[src/pdm_pkg.sv]
// Package for the paired-read duplicate marker.
// Record and decision types shared by the stage modules and the top level.
package pdm_pkg;

   localparam int LibWidth    = 8;
   localparam int RefWidth    = 8;
   localparam int OrientWidth = 8;
   localparam int PosWidth    = 31;
   localparam int ScoreWidth  = 16;
   localparam int NameWidth   = 63;

   // one read-pair end record as held in the input register
   typedef struct packed {
      logic                          region_start;
      logic [LibWidth-1:0]           library_id;
      logic [RefWidth-1:0]           first_ref_id;
      logic [RefWidth-1:0]           second_ref_id;
      logic [OrientWidth-1:0]        pair_orientation;
      logic [PosWidth-1:0]           first_position;
      logic [PosWidth-1:0]           second_position;
      logic signed [ScoreWidth-1:0]  quality_score;
      logic [NameWidth-1:0]          read_name_id;
   } record_type;

   // outcome of one record against the open group
   typedef struct packed {
      logic                 emit;
      logic [NameWidth-1:0] name;
   } decision_type;

endpackage

[src/pdm_in_stage.sv]
// Input register of the duplicate marker: holds one record word.
// Depends on pdm_pkg for the record type.
module pdm_in_stage
   import pdm_pkg::*;
(
   input  logic       clock,
   input  logic       reset,
   input  logic       in_valid,
   output logic       in_ready,
   input  record_type in_rec,
   input  logic       advance,
   output logic       stage_valid,
   output record_type stage_rec
);

   logic       valid_ff, valid_in;
   record_type rec_ff;

   // take a word when empty or when the held word moves on this cycle
   assign in_ready = !valid_ff || advance;
   assign valid_in = in_ready ? in_valid : valid_ff;

   always_ff @(posedge clock) begin
      if (reset) begin
         valid_ff <= 1'b0;
      end else begin
         valid_ff <= valid_in;
      end
   end

   always_ff @(posedge clock) begin
      if (in_ready && in_valid) begin
         rec_ff <= in_rec;
      end
   end

   assign stage_valid = valid_ff;
   assign stage_rec   = rec_ff;

endmodule

[src/pdm_group_ctrl.sv]
// Group tracker: stored key and best record, key compare and score compare.
// Depends on pdm_pkg for record and decision types.
module pdm_group_ctrl
   import pdm_pkg::*;
(
   input  logic         clock,
   input  logic         reset,
   input  logic         advance,
   input  record_type   rec,
   output decision_type decision
);

   logic                         open_ff;
   logic [LibWidth-1:0]          key_library_ff;
   logic [RefWidth-1:0]          key_first_ref_ff;
   logic [RefWidth-1:0]          key_second_ref_ff;
   logic [OrientWidth-1:0]       key_orientation_ff;
   logic [PosWidth-1:0]          key_first_pos_ff;
   logic [PosWidth-1:0]          key_second_pos_ff;
   logic signed [ScoreWidth-1:0] best_score_ff;
   logic [NameWidth-1:0]         best_name_ff;

   logic same_group;
   logic better;
   logic take_best;

   // same group: open, no region start, all key fields equal
   assign same_group = open_ff && !rec.region_start
                       && (key_library_ff     == rec.library_id)
                       && (key_first_ref_ff   == rec.first_ref_id)
                       && (key_second_ref_ff  == rec.second_ref_id)
                       && (key_orientation_ff == rec.pair_orientation)
                       && (key_first_pos_ff   == rec.first_position)
                       && (key_second_pos_ff  == rec.second_position);

   // ties keep the earlier best
   assign better    = rec.quality_score > best_score_ff;
   assign take_best = !same_group || better;

   always_comb begin
      decision.emit = same_group;
      decision.name = better ? best_name_ff : rec.read_name_id;
   end

   always_ff @(posedge clock) begin
      if (reset) begin
         open_ff <= 1'b0;
      end else if (advance) begin
         open_ff <= 1'b1;
      end
   end

   // key and best update; key rewrite on a better score is harmless
   always_ff @(posedge clock) begin
      if (advance && take_best) begin
         key_library_ff     <= rec.library_id;
         key_first_ref_ff   <= rec.first_ref_id;
         key_second_ref_ff  <= rec.second_ref_id;
         key_orientation_ff <= rec.pair_orientation;
         key_first_pos_ff   <= rec.first_position;
         key_second_pos_ff  <= rec.second_position;
         best_score_ff      <= rec.quality_score;
         best_name_ff       <= rec.read_name_id;
      end
   end

endmodule

[src/pdm_out_stage.sv]
// Result register of the duplicate marker: holds one duplicate name word.
// Depends on pdm_pkg for the decision type.
module pdm_out_stage
   import pdm_pkg::*;
(
   input  logic                 clock,
   input  logic                 reset,
   input  logic                 advance,
   input  decision_type         decision,
   output logic                 out_free,
   output logic                 out_valid,
   input  logic                 out_ready,
   output logic [NameWidth-1:0] out_name
);

   logic                 valid_ff, valid_in;
   logic [NameWidth-1:0] name_ff;

   // free when empty or when the held word is taken this cycle
   assign out_free = !valid_ff || out_ready;
   assign valid_in = advance ? decision.emit : (out_free ? 1'b0 : valid_ff);

   always_ff @(posedge clock) begin
      if (reset) begin
         valid_ff <= 1'b0;
      end else begin
         valid_ff <= valid_in;
      end
   end

   always_ff @(posedge clock) begin
      if (advance && decision.emit) begin
         name_ff <= decision.name;
      end
   end

   assign out_valid = valid_ff;
   assign out_name  = name_ff;

endmodule

[src/paired_read_duplicate_marker_unit.sv]
// Top level of the paired-read duplicate marker.
// Depends on pdm_pkg, pdm_in_stage, pdm_group_ctrl and pdm_out_stage.
//
//   channel   prefix  direction  word
//   input     req_    in         one sorted read-pair end record
//   result    rsp_    out        name id of one duplicate record
//
// One record per cycle while the result side does not stall: a record is held
// in the input register, where the key and score compares decide it, and the
// duplicate name it yields (if any) moves on into the result register, which
// drives rsp_valid. A full result register that is not taken stalls the input
// register, which then holds req_ready low. Reset clears the valid bits and
// the open-group flag; the first record after reset always opens a group.
module paired_read_duplicate_marker_unit
   import pdm_pkg::*;
(
   input  logic                         clock,
   input  logic                         reset,
   input  logic                         req_valid,
   output logic                         req_ready,
   input  logic                         req_region_start,
   input  logic [LibWidth-1:0]          req_library_id,
   input  logic [RefWidth-1:0]          req_first_ref_id,
   input  logic [RefWidth-1:0]          req_second_ref_id,
   input  logic [OrientWidth-1:0]       req_pair_orientation,
   input  logic [PosWidth-1:0]          req_first_position,
   input  logic [PosWidth-1:0]          req_second_position,
   input  logic signed [ScoreWidth-1:0] req_quality_score,
   input  logic [NameWidth-1:0]         req_read_name_id,
   output logic                         rsp_valid,
   input  logic                         rsp_ready,
   output logic [NameWidth-1:0]         rsp_duplicate_name_id
);

   record_type   req_rec;
   record_type   stage_rec;
   decision_type decision;
   logic         stage_valid;
   logic         out_free;
   logic         advance;

   always_comb begin
      req_rec.region_start     = req_region_start;
      req_rec.library_id       = req_library_id;
      req_rec.first_ref_id     = req_first_ref_id;
      req_rec.second_ref_id    = req_second_ref_id;
      req_rec.pair_orientation = req_pair_orientation;
      req_rec.first_position   = req_first_position;
      req_rec.second_position  = req_second_position;
      req_rec.quality_score    = req_quality_score;
      req_rec.read_name_id     = req_read_name_id;
   end

   // held record moves on when the result register has room
   assign advance = stage_valid && out_free;

   pdm_in_stage u_in_stage (
      .clock       (clock),
      .reset       (reset),
      .in_valid    (req_valid),
      .in_ready    (req_ready),
      .in_rec      (req_rec),
      .advance     (advance),
      .stage_valid (stage_valid),
      .stage_rec   (stage_rec)
   );

   pdm_group_ctrl u_group_ctrl (
      .clock    (clock),
      .reset    (reset),
      .advance  (advance),
      .rec      (stage_rec),
      .decision (decision)
   );

   pdm_out_stage u_out_stage (
      .clock     (clock),
      .reset     (reset),
      .advance   (advance),
      .decision  (decision),
      .out_free  (out_free),
      .out_valid (rsp_valid),
      .out_ready (rsp_ready),
      .out_name  (rsp_duplicate_name_id)
   );

   // a region start opens a group and never yields a duplicate
   assert property (@(posedge clock) disable iff (reset)
      advance && stage_rec.region_start |=> !rsp_valid)
      else $error("region start produced a duplicate word");

   // a record held in the input register is not lost while stalled
   assert property (@(posedge clock) disable iff (reset)
      stage_valid && !advance |=> stage_valid && $stable(stage_rec))
      else $error("stalled record dropped or changed");

   // reset leaves both registers empty
   assert property (@(posedge clock)
      reset |=> !rsp_valid && !stage_valid)
      else $error("valid bit set right after reset");

   // a new result word appears only from a record that moved on
   assert property (@(posedge clock) disable iff (reset)
      !advance && out_free |=> !rsp_valid)
      else $error("result word without a record");

endmodule
[config.mk]
export PLATFORM = sky130hd
export DESIGN_NAME = paired_read_duplicate_marker_unit
export DESIGN_NICKNAME = d
export VERILOG_FILES = /design/src/pdm_pkg.sv /design/src/pdm_in_stage.sv /design/src/pdm_group_ctrl.sv /design/src/pdm_out_stage.sv /design/src/paired_read_duplicate_marker_unit.sv
export SDC_FILE = /design/constraint.sdc
export NUM_CORES = 1
export LEC_CHECK = 0
export BUFFER_PORTS_ARGS = -buffer_cell sky130_fd_sc_hd__buf_4
export CORE_AREA = 4 4 168 170
export DETAILED_ROUTE_END_ITERATION = 6
export DIE_AREA = 0 0 172 174
export GPL_ROUTABILITY_DRIVEN = 0
export HOLD_SLACK_MARGIN = 0.1
export MAX_ROUTING_LAYER = met4
export PLACE_DENSITY = 0.78
export SLEW_MARGIN = 20
export SYNTH_ARGS = -nofsm -noshare
export SYNTH_HDL_FRONTEND = slang
export SYNTH_HIERARCHICAL = 1
export SYNTH_SLANG_ARGS = --single-unit
[constraint.sdc]
create_clock -name clock -period 8 [get_ports clock]
set_clock_uncertainty 0.05 [all_clocks]
set_input_delay 1.2 -clock clock [delete_from_list [all_inputs] [get_ports clock]]
set_output_delay 1.2 -clock clock [all_outputs]
set_load 0.05 [all_outputs]
==> flow_summary.ini, run 1 <==
[status]
status = finished clean

[worst_hold_path]
hold_class = flop to flop
worstHoldStart = u_in_stage/stage_rec[23]

[layout]
synthToLayoutAreaGrowth_pct = 23.4
drive_above_1_share = 0.355
finalNetCount = 1183
postLayoutCellArea_um2 = 18200
antennaDiodeCount = 0

[floorplanning]
die_w_um = 172
ios = 243
dieArea_um2 = 29900
rows = 60
core_area_um2 = 26700
initial_core_util = 0.553
die_h_um = 174

[sta]
worst_pin_slew_ns = 0.940
setup-tns-final_ns = 0
setup_viol = 0
fmax_ghz = 0.258
slew_headroom = 0.374
rsz0062_at_grt = false
hold_viol_final = 0
slew_viol_final = 0
min_period_over_period = 0.485
min_period_ns = 3.88

[critical_path]
worst-setup-path-type = flop to flop
crit_path_start = u_in_stage/stage_rec[74]
worstPathMaxFanout = 67
crit_path_start_kind = flop
required_ns = 8.08
slowest_delay_ns = 0.85
crit_slowest_cell = buf_4
cp_data_arrival_time_ns = 3.97
worst_r2r_startpoint = u_in_stage/stage_rec[74]
end_kind = flop
crit_path_cell_trace = ha_1 -> nand4_1 -> a2111o_1 -> and3_4 -> nor3_4 -> o41a_2 -> buf_4

[yosys]
syn_area_per_cell_um2 = 20.9
syn-instance-count = 707
synth_edf_count = 410
yosys_warnings = 6
synth_cell_type_count = 44
synth.largest_area_cell = edfxtp_1
synth_fp_nets = 901
synth_ff_type = edfxtp_1
synthTopCellsByCount = 410 x edfxtp_1, 54 x mux2_2, 49 x xnor2_1
async_flop_share = 0
ys_ff_latch = 413
yosysSeqAreaShare = 0.837
syn-cell-area_um2 = 14800
synth.area.top_cells = edfxtp_1 83%, mux2_2 4.1%, xnor2_1 2.9%
synth.most_common_cell = edfxtp_1
netlist.area_leader.share = 0.833

[global_routing]
grt_pass1_wl_mm = 39.2
grt_overflow = 0
antenna_found_initial = 0
first_global_vias = 7348
grt_usage = 0.173
grt_start_max_net_pins = 74

[placement]
port_buffers = 242
place_area_um2 = 17000
dp_hpwl_mm = 17.4

[drt]
antenna_left = 0
vias_per_cell = 5.22
vias = 7095
drc = 0
detail_route.wl_per_cell_um = 18.9
wirelength_mm = 25.7
dr.pass1.iters = 5
dr.first_iter.drc_count = 708

[clock_network]
cts_buffer_depth = 3
cts.reportedPaths.clkPinSlew_ns = 0.06
hold_buffers = 0
numCtsBuffers = 40
cts_setup_buffers = 0
clkLatencyLatePin_ns = 0.51
clockRootBuffer = clkbuf_16
tritoncts = done
cts_resized = 0
cts.sinks = 413
cts_max_level = 2

[flow_run]
drv_cap = 0

[power]
leakagePower_nw = 6.66
vdd_drop_max_mv = 0.202
p_per_area_nw_per_um2 = 253
layout make-up:
type,count,area [um^2]
Sequential cell,413,12400
Multi-Input combinational cell,241,2170
Fill cell,1705,8480
Inverter,46,173
Clock buffer,52,1080
Clock inverter,19,173
Timing Repair Buffer,247,1850
Tap cell,341,427
per-layer routing:
| metal | GRT usage | vias up | routed length [um] |
|---|---|---|---|
| li1 | - | 3332 | - |
| met1 | 0.261 | 3441 | 11700 |
| met2 | 0.250 | 290 | 11800 |
| met3 | 0.0362 | 32 | 1840 |
| met4 | 0.0328 | 0 | 327 |
| met5 | - | - | 0 |
sequential cells by signal, indices dropped and copies added (netlist names), 8 cells and up:
name                             count
u_out_stage/out_name                63
u_group_ctrl/key_orientation_ff      8
u_group_ctrl/key_library_ff          8
u_group_ctrl/best_name_ff           63
u_group_ctrl/key_second_ref_ff       8
u_in_stage/stage_rec               174
u_group_ctrl/key_first_ref_ff        8
u_group_ctrl/key_second_pos_ff      31
u_group_ctrl/best_score_ff          16
u_group_ctrl/key_first_pos_ff       31
metrics by stage:
stage          setup WS, ns  power (mW)  instances  hold slack [ns]  utilization
2_1_floorplan          1.15        2.78        707            0.369            -
3_3_place_gp           4.08        2.88       1288            0.378        0.636
3_5_place_dp           3.95        2.90       1288            0.384        0.636
4_1_cts                4.04        4.67       1359            0.386        0.683
5_1_grt                3.82        4.81       1359            0.406        0.683
6_report               4.12        4.62       1359            0.393        0.683
worst max-delay path: cells and delay by family (launching register included):
family	cells	cell delay (ns)
and+or+nand+nor	3	0.62
adders and majority gates	1	0.34
AOI/OAI and AO/OA	2	1.22
buffers and inverters	1	0.85
DFF	1	0.40
final timing paths:
check | end | slack [ns] | cells after the start
worst max-delay path | u_group_ctrl/best_name_ff[7] | 4.12 | 7
worst min-delay path | u_group_ctrl/best_name_ff[23] | 0.39 | 0
worst max register to register | u_group_ctrl/best_name_ff[7] | 4.12 | 7
worst min register to register | u_group_ctrl/best_name_ff[23] | 0.39 | 0
cells in the final DEF, fill, tap and decap left out, types with 3 or more instances in the layout:
cell       instances
ha_1              16
nor4_1            10
xnor2_1           49
a22o_1             5
xor2_1            18
inv_1             46
a221oi_1           6
dfxtp_1            3
o22ai_1            9
a21oi_1            6
mux2_1             9
edfxtp_1         410
clkinv_1          10
buf_4            247
clkbuf_1          10
mux2_2            54
nand4_1           18
bufinv_16          3
nor2_1             5
clkbuf_16         41
nor2b_1            3
power by group:
| part | switching, mW | internal, mW |
|---|---|---|
| logic | 0.132 | 0.141 |
| clock network | 0.728 | 1.05 |
| registers | 0.0496 | 2.52 |
| total | 0.910 | 3.71 |
logic make-up after synthesis:
family,after synthesis,synth area share
buf+inv,53,0.0168
simple gates,52,0.0231
compound gates,43,0.0221
fa+ha+maj,16,0.0135
xor+xnor,67,0.0397
flops,413,0.837
mux,63,0.0480
(Power assumes the default switching activity.)
==> inputs of run 2 (changes only) <==
--- a/config.mk
+++ b/config.mk
@@ -6,13 +6,13 @@
 export NUM_CORES = 1
 export LEC_CHECK = 0
 export BUFFER_PORTS_ARGS = -buffer_cell sky130_fd_sc_hd__buf_4
-export CORE_AREA = 4 4 168 170
+export CORE_AREA = 4 4 177 179
 export DETAILED_ROUTE_END_ITERATION = 6
-export DIE_AREA = 0 0 172 174
+export DIE_AREA = 0 0 181 183
 export GPL_ROUTABILITY_DRIVEN = 0
 export HOLD_SLACK_MARGIN = 0.1
 export MAX_ROUTING_LAYER = met4
-export PLACE_DENSITY = 0.78
+export PLACE_DENSITY = 0.74
 export SLEW_MARGIN = 20
 export SYNTH_ARGS = -nofsm -noshare
 export SYNTH_HDL_FRONTEND = slang
==> constraint.sdc (replaced) <==
create_clock -name clock -period 3.45 [get_ports clock]
set_clock_uncertainty 0.05 [all_clocks]
set_input_delay 0.5175 -clock clock [delete_from_list [all_inputs] [get_ports clock]]
set_output_delay 0.5175 -clock clock [all_outputs]
set_load 0.05 [all_outputs]
==> flow_summary.ini, run 2 (synthesized netlist as in run 1, its figures left out) <==
[status]
status = finished clean

[layout]
finalNetCount = 1296
postLayoutCellArea_um2 = 19600
drive_above_1_share = 0.327
largest_reg_flops = 174
nFillCells = 1911
layout_commonest_cell = edfxtp_1
ff_latch_area_um2 = 12400
layout.cells.non_filler = 1525
final_cell_mix = 410 x edfxtp_1, 244 x buf_4, 106 x dlygate4sd3_1
synthToLayoutAreaGrowth_pct = 32.8
multiInputGateArea_um2 = 2180

[sta]
min_period_ns = 2.97
min_period_over_period = 0.862
hold_viol_final = 0
slew_viol_final = 0
whs_ns = 0.126
slew_headroom = 0.517
worst_slack_ns = 0.476
fmax_ghz = 0.336
rsz0062_at_grt = false
setup_viol = 0
worst_pin_slew_ns = 0.725

[critical_path]
crit_buf_inv = 1
worstPathMaxFanout = 109
end_kind = flop
slowest_delay_ns = 0.64
ff2ff_path_depth = 6
required_ns = 3.57
crit_path_cell_trace = xor2_1 -> nor4_1 -> nand4_1 -> or4_1 -> o41a_4 -> buf_12
worst-setup-path-type = flop to flop
crit_slowest_cell = or4_1
crit_cells = 6
crit_path_start_kind = flop
crit_family = simple AND/OR/NAND/NOR gates
cp_data_arrival_time_ns = 3.09

[placement]
pre_cts_ws_ns = 0.460
dp_hpwl_mm = 17.8
place_area_um2 = 17200
port_buffers = 242
placed_cells = 1341

[drt]
dr.first_iter.drc_count = 625
drc = 0
antenna_left = 0
dr.pass1.iters = 5
detail_route.wl_per_cell_um = 18.8
vias_per_cell = 4.98
wirelength_mm = 28.7
vias = 7593

[global_routing]
first_global_vias = 7927
grt_usage = 0.174
grt_pass1_wl_mm = 44.0
grt_util_met2 = 0.278
grt_start_max_net_pins = 118
busiest_layer = met2
use_met1 = 0.230
grt_overflow = 0
met3_usage = 0.0420
antenna_found_initial = 1

[power]
p_sw_frac = 0.199
p_comb_frac = 0.067
p_clk_frac = 0.403
internal_power_mw = 9.02
leakagePower_nw = 7.22
p_per_area_nw_per_um2 = 574
pwr-share-seq = 0.530
power.switching_mw = 2.25
vdd_drop_max_mv = 0.459

[clock_network]
clockRootBuffer = clkbuf_16
cts_resized = 0
cts_buffer_depth = 3
cts.reportedPaths.clkPinSlew_ns = 0.06
tritoncts = done
numCtsBuffers = 43
cts.sinks = 413
cts_setup_buffers = 0
cts_max_level = 2
clkLatencyLatePin_ns = 0.53

[floorplanning]
rows = 63
core_area_um2 = 29600
dieArea_um2 = 33100
initial_core_util = 0.500
ios = 243
die_h_um = 183
die_w_um = 181

[worst_hold_path]
whs_path_depth = 1
hold_class = input port to flop

[flow_run]
drv_cap = 0
==> run 2: changes by cell type in the layout (fill, tap and decap cells not counted), sizes merged, moves of 2 or more <==
cell         before  now
bufinv            3    5
clkinv           14   16
dlygate4sd3       0  106
clkinvlp          0    2
buf             247  251
==> run 2: power groups by stage <==
stage	Sequential, mW	Clock (mW)	Combinational, mW
finish	5.97	4.54	0.755
global route	5.99	4.90	0.824
CTS	5.97	4.65	0.756
detailed placement	6.07	0	0.662
global placement	6.05	0	0.650
floorplan	6.03	0	0.388
==> run 2: through the flow <==
stage / power (mW) / setup TNS (ns) / util
2_1_floorplan: 6.42 / -17.67 / -
3_3_place_gp: 6.70 / 0 / 0.581
4_1_cts: 11.4 / 0 / 0.661
5_1_grt: 11.7 / 0 / 0.664
3_5_place_dp: 6.73 / 0 / 0.581
6_report: 11.3 / 0 / 0.664
==> run 2: per-layer routing <==
metal	part of all wire	vias to the layer above
met5	0	-
met4	0.020	0
met3	0.072	49
met2	0.49	286
met1	0.42	3698
li1	-	3560
==> run 2: area by class of cell <==
class / instances / share of cell area
Sequential cell: 413 / 0.630
Timing Repair Buffer: 357 / 0.154
Multi-Input combinational cell: 241 / 0.111
Clock buffer: 53 / 0.0589
Tap cell: 390 / 0.0248
Clock inverter: 24 / 0.0122
Inverter: 46 / 0.00879
Antenna cell: 1 / 0.000127
==> run 2: path summary, 6_finish.rpt <==
kind	startpoint	to	slack, ns
setup / recovery	u_in_stage/stage_rec[99]	u_group_ctrl/best_name_ff[38]	0.48
hold / removal	req_first_position[12]	u_in_stage/stage_rec[122]	0.13
setup reg to reg	u_in_stage/stage_rec[99]	u_group_ctrl/best_name_ff[38]	0.48
hold reg to reg	u_in_stage/stage_rec[30]	u_group_ctrl/best_name_ff[30]	0.39
==> run 2: repair_timing <==
item                                    4_1_cts  5_1_grt
endpoints found under the hold margin        97        9
hold buffers                                 97        9
endpoints found under the setup margin        0        0
